<file path="src/hdl/smap_pkg.sv">
// shared types and constants for the serial bank switch mapper
package smap_pkg;

    // address window sizes of the switchable banks
    localparam int PRG_WINDOW_BITS = 14;
    localparam int CHR_WINDOW_BITS = 12;

    // field widths
    localparam int ADDR_W  = 16;
    localparam int DATA_W  = 8;
    localparam int PHYS_W  = 19;
    localparam int BANK_W  = 5;
    localparam int CFG_W   = 5;

    // serial load register markers and defaults
    localparam logic [BANK_W-1:0] SHIFT_EMPTY       = 5'h10;
    localparam logic [1:0]        PRG_MODE_FIX_LAST = 2'd3;
    localparam logic [3:0]        LAST_BANK_LOW     = 4'hF;
    localparam logic [DATA_W-1:0] OPEN_PPU          = 8'hFF;
    localparam logic [DATA_W-1:0] OPEN_CPU          = 8'h00;

    // nametable mirroring codes
    localparam logic [1:0] MIR_HEADER = 2'd0;
    localparam logic [1:0] MIR_VERT   = 2'd1;
    localparam logic [1:0] MIR_HORZ   = 2'd2;

    // control register mirroring field codes
    localparam logic [1:0] CTL_MIR_VERT = 2'd2;
    localparam logic [1:0] CTL_MIR_HORZ = 2'd3;

    // prg banking modes
    localparam logic [1:0] PRG_MODE_32K_A = 2'd0;
    localparam logic [1:0] PRG_MODE_32K_B = 2'd1;
    localparam logic [1:0] PRG_MODE_FIX_0 = 2'd2;

    typedef enum logic [1:0] {
        OP_CPU_RD,
        OP_CPU_WR,
        OP_PPU_RD,
        OP_PPU_WR
    } t_opcode;

    typedef enum logic [2:0] {
        TGT_NONE,
        TGT_PRG_ROM,
        TGT_PRG_RAM,
        TGT_CHR_ROM,
        TGT_CHR_RAM
    } t_target;

    typedef enum logic [1:0] {
        BOARD_GENERIC,
        BOARD_BIG_CHR,
        BOARD_RAM_OFF,
        BOARD_OUTER_PRG
    } t_board;

    typedef enum logic [1:0] {
        CFG_BOARD_KIND,
        CFG_PRG_MASK,
        CFG_CHR_MASK,
        CFG_CHR_IS_RAM
    } t_cfg_idx;

    // destination of a completed serial load, from address bits 14..13
    typedef enum logic [1:0] {
        SEL_CONTROL,
        SEL_CHR0,
        SEL_CHR1,
        SEL_PRG
    } t_load_sel;

    typedef struct packed {
        t_opcode             opcode;
        logic [ADDR_W-1:0]   address;
        logic [DATA_W-1:0]   data;
    } t_item;

    typedef struct packed {
        t_board              board;
        logic [BANK_W-1:0]   prg_mask;
        logic [BANK_W-1:0]   chr_mask;
        logic                chr_is_ram;
    } t_map_cfg;

    typedef struct packed {
        logic [BANK_W-1:0]   shift;
        logic [1:0]          prg_mode;
        logic                chr_mode;
        logic [BANK_W-1:0]   prg_low;
        logic [BANK_W-1:0]   prg_high;
        logic                high_last;
        logic [BANK_W-1:0]   chr_win0;
        logic [BANK_W-1:0]   chr_win1;
        logic                ram_off;
        logic [1:0]          ram_bank;
        logic [1:0]          mirror;
    } t_map_state;

endpackage

</file>
<file path="src/hdl/serial_bank_switch_mapper.sv">
// top level of the serial bank switch mapper
// Translates one CPU or PPU bus word per clock into a target memory and a byte offset,
// and shifts mapper register writes at 0x8000-0xFFFF into the five-write serial load
// register. Throughput is one word per cycle while the result is not stalled; words
// pass the input register, then the result register, with state update and translation
// done by the single level of logic between them. Configuration registers (board kind,
// PRG and CHR bank masks, CHR RAM flag) are to be written through the plain write port
// only while no word is in flight; the block does not enforce this. A stalled result
// holds; the input side keeps taking words until the input register is also full.
module serial_bank_switch_mapper (
    input  logic        i_clk,
    input  logic        i_rst_n,
    // configuration port
    input  logic        i_cfg_wen,
    input  logic [1:0]  i_cfg_idx,
    input  logic [4:0]  i_cfg_data,
    // input channel
    input  logic        i_in_valid,
    output logic        o_in_stall,
    input  logic [1:0]  i_opcode,
    input  logic [15:0] i_address,
    input  logic [7:0]  i_data_byte,
    // output channel
    output logic        o_out_valid,
    input  logic        i_out_stall,
    output logic [2:0]  o_target,
    output logic [18:0] o_phys_addr,
    output logic        o_store_enable,
    output logic [7:0]  o_open_value,
    output logic [1:0]  o_mirror_mode,
    output logic [1:0]  o_ram_bank
);

    smap_pkg::t_map_cfg   r_cfg;
    logic                 r_s1_valid;
    smap_pkg::t_item      r_s1_item;
    logic                 r_out_valid;
    smap_pkg::t_target    r_target;
    logic [18:0]          r_phys;
    logic                 r_store;
    logic [7:0]           r_open;
    logic [1:0]           r_mirror;
    logic [1:0]           r_ram_bank;

    logic                 advance;
    smap_pkg::t_map_state st_cur;
    smap_pkg::t_map_state st_nxt;
    smap_pkg::t_target    x_target;
    logic [18:0]          x_phys;
    logic                 x_store;
    logic [7:0]           x_open;

    // configuration registers
    always_ff @(posedge i_clk) begin
        if (!i_rst_n) begin
            r_cfg.board      <= smap_pkg::BOARD_GENERIC;
            r_cfg.prg_mask   <= 5'd15;
            r_cfg.chr_mask   <= 5'd31;
            r_cfg.chr_is_ram <= 1'b0;
        end else if (i_cfg_wen) begin
            unique case (smap_pkg::t_cfg_idx'(i_cfg_idx))
                smap_pkg::CFG_BOARD_KIND: r_cfg.board      <= smap_pkg::t_board'(i_cfg_data[1:0]);
                smap_pkg::CFG_PRG_MASK:   r_cfg.prg_mask   <= i_cfg_data;
                smap_pkg::CFG_CHR_MASK:   r_cfg.chr_mask   <= i_cfg_data;
                smap_pkg::CFG_CHR_IS_RAM: r_cfg.chr_is_ram <= i_cfg_data[0];
            endcase
        end
    end

    // handshake: input stage moves on when the result register is free or being taken
    assign advance    = !r_out_valid || !i_out_stall;
    assign o_in_stall = r_s1_valid && !advance;

    // input register
    always_ff @(posedge i_clk) begin
        if (!i_rst_n) begin
            r_s1_valid <= 1'b0;
        end else if (!o_in_stall) begin
            r_s1_valid <= i_in_valid;
        end
    end

    always_ff @(posedge i_clk) begin
        if (i_in_valid && !o_in_stall) begin
            r_s1_item.opcode  <= smap_pkg::t_opcode'(i_opcode);
            r_s1_item.address <= i_address;
            r_s1_item.data    <= i_data_byte;
        end
    end

    // mapper state and translation
    smap_state u_state (
        .i_clk   (i_clk),
        .i_rst_n (i_rst_n),
        .i_step  (advance && r_s1_valid),
        .i_item  (r_s1_item),
        .i_cfg   (r_cfg),
        .o_cur   (st_cur),
        .o_nxt   (st_nxt)
    );

    smap_xlate u_xlate (
        .i_item   (r_s1_item),
        .i_st     (st_cur),
        .i_cfg    (r_cfg),
        .o_target (x_target),
        .o_phys   (x_phys),
        .o_store  (x_store),
        .o_open   (x_open)
    );

    // result register
    always_ff @(posedge i_clk) begin
        if (!i_rst_n) begin
            r_out_valid <= 1'b0;
        end else if (advance) begin
            r_out_valid <= r_s1_valid;
        end
    end

    always_ff @(posedge i_clk) begin
        if (advance && r_s1_valid) begin
            r_target   <= x_target;
            r_phys     <= x_phys;
            r_store    <= x_store;
            r_open     <= x_open;
            r_mirror   <= st_nxt.mirror;
            r_ram_bank <= st_nxt.ram_bank;
        end
    end

    assign o_out_valid    = r_out_valid;
    assign o_target       = r_target;
    assign o_phys_addr    = r_phys;
    assign o_store_enable = r_store;
    assign o_open_value   = r_open;
    assign o_mirror_mode  = r_mirror;
    assign o_ram_bank     = r_ram_bank;

endmodule

</file>
<file path="src/hdl/smap_state.sv">
// mapper register file: serial load register, mode bits and bank selections
module smap_state (
    input  logic                 i_clk,
    input  logic                 i_rst_n,
    input  logic                 i_step,
    input  smap_pkg::t_item      i_item,
    input  smap_pkg::t_map_cfg   i_cfg,
    output smap_pkg::t_map_state o_cur,
    output smap_pkg::t_map_state o_nxt
);

    smap_pkg::t_map_state r_st;
    smap_pkg::t_map_state n_st;

    logic [smap_pkg::BANK_W-1:0] shifted;
    logic                        map_write;
    logic                        win_sel;
    logic                        four_k;
    logic [3:0]                  hi_low;

    assign shifted   = {i_item.data[0], r_st.shift[smap_pkg::BANK_W-1:1]};
    assign map_write = i_step && (i_item.opcode == smap_pkg::OP_CPU_WR)
                       && i_item.address[smap_pkg::ADDR_W-1];
    assign win_sel   = i_item.address[14];
    assign four_k    = r_st.chr_mode;
    assign hi_low    = r_st.high_last ? smap_pkg::LAST_BANK_LOW : r_st.prg_high[3:0];

    // next state on a word that writes the mapper registers
    always_comb begin
        n_st = r_st;
        if (map_write) begin
            if (i_item.data[smap_pkg::DATA_W-1]) begin
                n_st.shift    = smap_pkg::SHIFT_EMPTY;
                n_st.prg_mode = smap_pkg::PRG_MODE_FIX_LAST;
            end else if (!r_st.shift[0]) begin
                n_st.shift = shifted;
            end else begin
                n_st.shift = smap_pkg::SHIFT_EMPTY;
                unique case (smap_pkg::t_load_sel'(i_item.address[14:13]))
                    smap_pkg::SEL_CONTROL: begin
                        n_st.prg_mode = shifted[3:2];
                        n_st.chr_mode = shifted[4];
                        if (shifted[1:0] == smap_pkg::CTL_MIR_HORZ) begin
                            n_st.mirror = smap_pkg::MIR_HORZ;
                        end else if (shifted[1:0] == smap_pkg::CTL_MIR_VERT) begin
                            n_st.mirror = smap_pkg::MIR_VERT;
                        end
                    end
                    smap_pkg::SEL_PRG: begin
                        priority if (r_st.prg_mode == smap_pkg::PRG_MODE_32K_A
                                     || r_st.prg_mode == smap_pkg::PRG_MODE_32K_B) begin
                            n_st.prg_low   = {1'b0, shifted[3:1], 1'b0};
                            n_st.prg_high  = {1'b0, shifted[3:1], 1'b1};
                            n_st.high_last = 1'b0;
                        end else if (r_st.prg_mode == smap_pkg::PRG_MODE_FIX_0) begin
                            n_st.prg_low   = '0;
                            n_st.prg_high  = {1'b0, shifted[3:0]};
                            n_st.high_last = 1'b0;
                        end else begin
                            n_st.prg_low   = {1'b0, shifted[3:0]};
                            n_st.high_last = 1'b1;
                        end
                    end
                    smap_pkg::SEL_CHR0, smap_pkg::SEL_CHR1: begin
                        unique case (i_cfg.board)
                            smap_pkg::BOARD_RAM_OFF: begin
                                if (!win_sel || four_k) begin
                                    if (four_k) begin
                                        if (win_sel) n_st.chr_win1 = {4'b0, shifted[0]};
                                        else         n_st.chr_win0 = {4'b0, shifted[0]};
                                    end
                                    n_st.ram_off = shifted[4];
                                end
                            end
                            smap_pkg::BOARD_OUTER_PRG: begin
                                if (!win_sel || four_k) begin
                                    if (four_k) begin
                                        if (win_sel) n_st.chr_win1 = {4'b0, shifted[0]};
                                        else         n_st.chr_win0 = {4'b0, shifted[0]};
                                    end
                                    // outer 256 KB bit goes to both windows
                                    n_st.ram_bank  = shifted[3:2];
                                    n_st.prg_low   = {shifted[4], r_st.prg_low[3:0]};
                                    n_st.prg_high  = {shifted[4], hi_low};
                                    n_st.high_last = 1'b0;
                                end
                            end
                            smap_pkg::BOARD_GENERIC, smap_pkg::BOARD_BIG_CHR: begin
                                if (four_k) begin
                                    if (win_sel) n_st.chr_win1 = shifted;
                                    else         n_st.chr_win0 = shifted;
                                end else if (!win_sel) begin
                                    n_st.chr_win0 = {shifted[4:1], 1'b0};
                                    n_st.chr_win1 = {shifted[4:1], 1'b1};
                                end
                            end
                        endcase
                    end
                endcase
            end
        end
    end

    // state registers
    always_ff @(posedge i_clk) begin
        if (!i_rst_n) begin
            r_st.shift     <= smap_pkg::SHIFT_EMPTY;
            r_st.prg_mode  <= smap_pkg::PRG_MODE_FIX_LAST;
            r_st.chr_mode  <= 1'b0;
            r_st.prg_low   <= '0;
            r_st.prg_high  <= '0;
            r_st.high_last <= 1'b1;
            r_st.chr_win0  <= '0;
            r_st.chr_win1  <= smap_pkg::BANK_W'(1);
            r_st.ram_off   <= 1'b0;
            r_st.ram_bank  <= '0;
            r_st.mirror    <= smap_pkg::MIR_HEADER;
        end else begin
            r_st <= n_st;
        end
    end

    assign o_cur = r_st;
    assign o_nxt = n_st;

endmodule

</file>
<file path="src/hdl/smap_xlate.sv">
// address translation of one bus access to a target memory and offset
module smap_xlate (
    input  smap_pkg::t_item                    i_item,
    input  smap_pkg::t_map_state               i_st,
    input  smap_pkg::t_map_cfg                 i_cfg,
    output smap_pkg::t_target                  o_target,
    output logic [smap_pkg::PHYS_W-1:0]        o_phys,
    output logic                               o_store,
    output logic [smap_pkg::DATA_W-1:0]        o_open
);

    logic                        ppu;
    logic                        wr;
    logic [smap_pkg::BANK_W-1:0] prg_bank;
    logic [smap_pkg::BANK_W-1:0] chr_bank;

    assign ppu = i_item.opcode[1];
    assign wr  = i_item.opcode[0];

    // bank lookup for the two windows
    always_comb begin
        if (!i_item.address[smap_pkg::PRG_WINDOW_BITS]) begin
            prg_bank = i_st.prg_low & i_cfg.prg_mask;
        end else if (i_st.high_last) begin
            prg_bank = i_cfg.prg_mask;
        end else begin
            prg_bank = i_st.prg_high & i_cfg.prg_mask;
        end
        chr_bank = (i_item.address[smap_pkg::CHR_WINDOW_BITS] ? i_st.chr_win1 : i_st.chr_win0)
                   & i_cfg.chr_mask;
    end

    // target decode
    always_comb begin
        o_target = smap_pkg::TGT_NONE;
        o_phys   = '0;
        o_store  = 1'b0;
        if (!ppu) begin
            if (i_item.address[15:13] == 3'b011) begin
                if (!i_st.ram_off) begin
                    o_target = smap_pkg::TGT_PRG_RAM;
                    o_phys   = smap_pkg::PHYS_W'(i_item.address[12:0]);
                    o_store  = wr;
                end
            end else if (i_item.address[15] && !wr) begin
                o_target = smap_pkg::TGT_PRG_ROM;
                o_phys   = {prg_bank, i_item.address[smap_pkg::PRG_WINDOW_BITS-1:0]};
            end
        end else if (i_item.address[15:13] == 3'b000) begin
            if (i_cfg.chr_is_ram) begin
                o_target = smap_pkg::TGT_CHR_RAM;
                o_phys   = smap_pkg::PHYS_W'(i_item.address[12:0]);
                o_store  = wr;
            end else if (!wr) begin
                o_target = smap_pkg::TGT_CHR_ROM;
                o_phys   = {2'b00, chr_bank, i_item.address[smap_pkg::CHR_WINDOW_BITS-1:0]};
            end
        end
        o_open = (o_target == smap_pkg::TGT_NONE && ppu) ? smap_pkg::OPEN_PPU
                                                          : smap_pkg::OPEN_CPU;
    end

endmodule

</file>
<file path="config.mk">
export PLATFORM = sky130hd
export DESIGN_NAME = serial_bank_switch_mapper
export DESIGN_NICKNAME = d
export VERILOG_FILES = /design/src/hdl/smap_pkg.sv /design/src/hdl/serial_bank_switch_mapper.sv /design/src/hdl/smap_state.sv /design/src/hdl/smap_xlate.sv
export SDC_FILE = /design/constraint.sdc
export NUM_CORES = 1
export LEC_CHECK = 0
export ABC_AREA = 1
export ABC_CLOCK_PERIOD_IN_PS = 3000
export BUFFER_PORTS_ARGS = -buffer_cell sky130_fd_sc_hd__buf_4
export CAP_MARGIN = 20
export CORE_MARGIN = 8
export CORE_UTILIZATION = 60
export CTS_CLUSTER_SIZE = 40
export DETAILED_ROUTE_END_ITERATION = 10
export PLACE_DENSITY = 0.85
export SLEW_MARGIN = 20
export SYNTH_ARGS = -nofsm -noshare
export SYNTH_HDL_FRONTEND = slang
export SYNTH_SLANG_ARGS = --single-unit
export TNS_END_PERCENT = 100
</file>
<file path="constraint.sdc">
create_clock -name i_clk -period 3 [get_ports i_clk]
set_input_delay 0.3 -clock i_clk [delete_from_list [all_inputs] [get_ports i_clk]]
set_output_delay 0.3 -clock i_clk [all_outputs]
set_load 0.1 [all_outputs]
</file>
==> load_flow_metrics.sql <==
INSERT INTO impl_metrics (metric_group, metric, value, unit) VALUES
('global_routing', 'wire_length_of_the_first_global_routing_pass', '15940', 'um'),
('detailed_routing', 'drtPass1Iterations', '5', ''),
('global_routing', 'track_usage', '0.2015', ''),
('worst_hold_path', 'hold_end', 'r_s1_item[20]', ''),
('sta', 'timing.fmax', '0.4204', 'GHz'),
('clock_network', 'ctsRootBufferMaster', 'sky130_fd_sc_hd__clkbuf_8', ''),
('floorplanning', 'die_h', '100.2', 'um'),
('worst_setup_path', 'crit_required', '3.11', 'ns'),
('synth', 'syn-num-nets', '510', ''),
('floorplanning', 'floorplan.initialDensity', '0.6227', ''),
('synth', 'ys_types', '34', ''),
('worst_setup_path', 'cpMaxStageDelayCell', 'sky130_fd_sc_hd__edfxtp_1', ''),
('placement', 'placed_wire_length_estimate', '6976', 'um'),
('flow_run', 'maxCapViolCount', '0', ''),
('clock_network', 'clock_tree_from_tritoncts', 'done', ''),
('synth', 'synth_xor_xnor_area_share', '0', ''),
('power', 'power_density', '567.1', 'nW/um2'),
('worst_setup_path', 'slowest_delay', '0.60', 'ns'),
('layout', 'final_layout_size_suffix_gt1_frac', '0.2056', ''),
('worst_setup_path', 'worstPathCellList', 'inv_2 -> ha_1 -> inv_1 -> nor3_4 -> nand3_4 -> o21ai_1 -> inv_1', ''),
('clock_network', 'cts_hold_buf', '0', ''),
('synth', 'ys_seq_elements', '97', ''),
('synth', 'synth_cells', '469', ''),
('sta', 'report.final.slew_viol_count', '0', ''),
('synth', 'synth-warning-count', '0', ''),
('power', 'totalPowerFinal', '2.837', 'mW'),
('placement', 'gpl.final_weighted_congestion', '0.9174', ''),
('clock_network', 'clock_tree.htree_level_count', '3', ''),
('synth', 'main_combinational_cell_family_by_area_after_synthesis', 'simple AND/OR/NAND/NOR gates', ''),
('layout', 'most_frequent_cells_in_the_layout', 'sky130_fd_sc_hd__nand2_1 (109), sky130_fd_sc_hd__buf_4 (70), sky130_fd_sc_hd__inv_1 (52), sky130_fd_sc_hd__dfxtp_1 (49), sky130_fd_sc_hd__edfxtp_1 (48)', ''),
('worst_setup_path', 'worstReg2RegStart', 'r_s1_item[22]', ''),
('worst_setup_path', 'critPathKind', 'flip-flop to flip-flop', ''),
('power', 'power.ir.vdd_worst', '0.3692', 'mV'),
('floorplanning', 'chipWidth', '100.2', 'um'),
('clock_network', 'max_root_sink_buffers', '2', ''),
('worst_setup_path', 'ff2ff_path_depth', '7', ''),
('floorplanning', 'rows', '30', ''),
('sta', 'rsz_0062_raised_after_global_routing', 'no', ''),
('detailed_routing', 'detail_route.wirelength', '9726', 'um'),
('detailed_routing', 'first_iter_violations', '333', ''),
('floorplanning', 'die-area', '10040', 'um2'),
('global_routing', 'grt_start_max_net_pins', '29', ''),
('clock_network', 'clock-sinks', '97', ''),
('layout', 'fin_area', '5004', 'um2'),
('placement', 'postPlaceCellArea', '4771', 'um2'),
('sta', 'worst_slew_margin_rel', '0.4733', ''),
('detailed_routing', 'antenna_violating_nets_post_route', '0', ''),
('worst_setup_path', 'path_max_fanout', '11', ''),
('synth', 'synthesis.area', '4254', 'um2'),
('global_routing', 'number_of_global_route_vias_before_repair', '3394', ''),
('sta', 'finClkSkew', '0.004709', 'ns'),
('power', 'power.static_leakage', '2.134', 'nW'),
('outcome', 'run_status', 'finished clean', ''),
('worst_setup_path', 'ff2ff_setup_slack', '0.62', 'ns'),
('sta', 'totalNegativeSetupSlack', '0', 'ns'),
('worst_setup_path', 'critPathMostFrequentCell', 'sky130_fd_sc_hd__inv_1', ''),
('sta', 'setup_viol_count_final', '0', ''),
('detailed_routing', 'post_drt_via_cell_ratio', '5.468', ''),
('clock_network', 'post_cts.repair.setup_buffers', '0', ''),
('worst_hold_path', 'hold_path_depth', '1', ''),
('worst_hold_path', 'hold_path.startpoint', 'i_address[12]', ''),
('worst_setup_path', 'reg2reg_to', 'o_ram_bank[1]', ''),
('layout', 'leading_cell_type_in_the_layout_fill_and_taps_excluded', 'sky130_fd_sc_hd__nand2_1', ''),
('clock_network', 'post_cts_resized', '0', ''),
('layout', 'nNetsFinal', '571', ''),
('clock_network', 'cts_buffers', '9', ''),
('worst_setup_path', 'worstPathArrival', '2.49', 'ns'),
('clock_network', 'clkLatencyLatePin', '0.35', 'ns'),
('floorplanning', 'coreArea', '6832', 'um2'),
('synth', 'synth-compound-area-share', '0.09353', ''),
('worst_hold_path', 'hold_path_class', 'input pin to flip-flop', '');
how the worst max path moves through the flow:
| stage | slack [ns] | startpoint | endpoint | cells after the start |
|---|---|---|---|---|
| floorplan | 0.17 | o_out_valid | r_s1_item[0] | 5 |
| global placement | 0.79 | r_s1_item[22] | o_ram_bank[0] | 7 |
| detailed placement | 0.71 | r_s1_item[22] | u_state.o_cur[7] | 8 |
| CTS | 0.68 | r_s1_item[22] | o_ram_bank[1] | 7 |
| global route | 0.46 | r_s1_item[22] | o_ram_bank[1] | 7 |
| finish | 0.62 | r_s1_item[22] | o_ram_bank[1] | 7 |
where the power goes:
part           total, mW  internal (mW)  leakage, nW  switching (mW)
Sequential          1.47           1.44        0.860          0.0290
Clock              0.969          0.546        0.120           0.423
Combinational      0.399         0.0961         1.15           0.303
Total               2.84           2.08         2.13           0.754
layout make-up:
type / count / area, um2
clock inverter: 7 / 108.9
tap: 96 / 120.1
fill: 511 / 1828
multi-input combinational: 295 / 1488
sequential: 97 / 2422
timing repair buffer: 70 / 525.5
inverter: 57 / 215.2
clock buffer: 9 / 123.9
kinds of logic after synthesis:
family,Yosys count
adder cells (fa/ha/maj),3
buffers and inverters,77
AND/OR/NAND/NOR,222
flip-flops,97
AO/OA/AOI/OAI,70
metrics by stage:
| step | worst slack, ns | instances | hold slack [ns] | util |
|---|---|---|---|---|
| after floorplan | 0.1715 | 469 | 0.3989 | - |
| after global placement | 0.7926 | 615 | 0.4409 | 0.6984 |
| after detailed placement | 0.7109 | 615 | 0.4442 | 0.6984 |
| after CTS | 0.6773 | 631 | 0.1002 | 0.7324 |
| after global routing | 0.4624 | 631 | 0.09315 | 0.7324 |
| final | 0.6214 | 631 | 0.1153 | 0.7324 |
sequential cells by signal (all words and copies together) (netlist names):
signal	count
o_ram_bank	2
u_state.four_k	1
o_open_value	1
o_store_enable	1
r_cfg	13
u_state.o_cur	33
o_out_valid	1
r_s1_item	20
r_s1_valid	1
o_mirror_mode	2
o_target	3
o_phys_addr	19
synthesized netlist by cell type:
cell | instances | share of area
sky130_fd_sc_hd__nand2_1 | 109 | 0.096
sky130_fd_sc_hd__inv_1 | 52 | 0.046
sky130_fd_sc_hd__dfxtp_1 | 49 | 0.23
sky130_fd_sc_hd__edfxtp_1 | 48 | 0.34
sky130_fd_sc_hd__nor2_1 | 41 | 0.036
sky130_fd_sc_hd__nand3_1 | 28 | 0.033
sky130_fd_sc_hd__o21ai_0 | 28 | 0.033
sky130_fd_sc_hd__a21oi_1 | 23 | 0.027
sky130_fd_sc_hd__nand4_1 | 13 | 0.019
sky130_fd_sc_hd__nor3b_1 | 10 | 0.018
sky130_fd_sc_hd__buf_4 | 8 | 0.014
sky130_fd_sc_hd__nor3_1 | 7 | 0.0082
sky130_fd_sc_hd__a21oi_2 | 5 | 0.010
sky130_fd_sc_hd__clkbuf_1 | 5 | 0.0044
sky130_fd_sc_hd__inv_2 | 4 | 0.0035
sky130_fd_sc_hd__o211ai_1 | 4 | 0.0071
sky130_fd_sc_hd__buf_2 | 3 | 0.0035
sky130_fd_sc_hd__buf_6 | 3 | 0.0079
sky130_fd_sc_hd__ha_1 | 3 | 0.0088
sky130_fd_sc_hd__o2111ai_1 | 3 | 0.0062
sky130_fd_sc_hd__o21ai_1 | 3 | 0.0035
sky130_fd_sc_hd__or2_2 | 3 | 0.0044
sky130_fd_sc_hd__a211oi_1 | 2 | 0.0035
sky130_fd_sc_hd__nand3_2 | 2 | 0.0047
sky130_fd_sc_hd__nand3_4 | 2 | 0.0082
sky130_fd_sc_hd__nor3_4 | 2 | 0.0076
sky130_fd_sc_hd__nor3b_2 | 2 | 0.0059
sky130_fd_sc_hd__a31oi_1 | 1 | 0.0015
sky130_fd_sc_hd__buf_1 | 1 | 0.00088
sky130_fd_sc_hd__clkinv_2 | 1 | 0.0012
sky130_fd_sc_hd__nand2_2 | 1 | 0.0015
sky130_fd_sc_hd__nor2_2 | 1 | 0.0015
sky130_fd_sc_hd__nor2_4 | 1 | 0.0026
sky130_fd_sc_hd__o22ai_1 | 1 | 0.0015
worst max-delay path: cells and delay by family, from the launching register on:
kind / cells / cell delay (ns)
AO/OA/AOI/OAI: 1 / 0.18
adder cells (fa/ha/maj): 1 / 0.51
buffers and inverters: 3 / 0.39
flip-flops: 1 / 0.60
AND/OR/NAND/NOR: 2 / 0.45
routing by layer:
layer / track usage / vias to the layer above / routed length, um
li1: - / 1687 / -
met1: 0.2191 / 1604 / 3857
met2: 0.3574 / 139 / 4908
met3: 0.05813 / 20 / 748
met4: 0.08372 / 0 / 211
met5: 0 / - / 0
No activity file was read; power rests on OpenSTA's default activity.
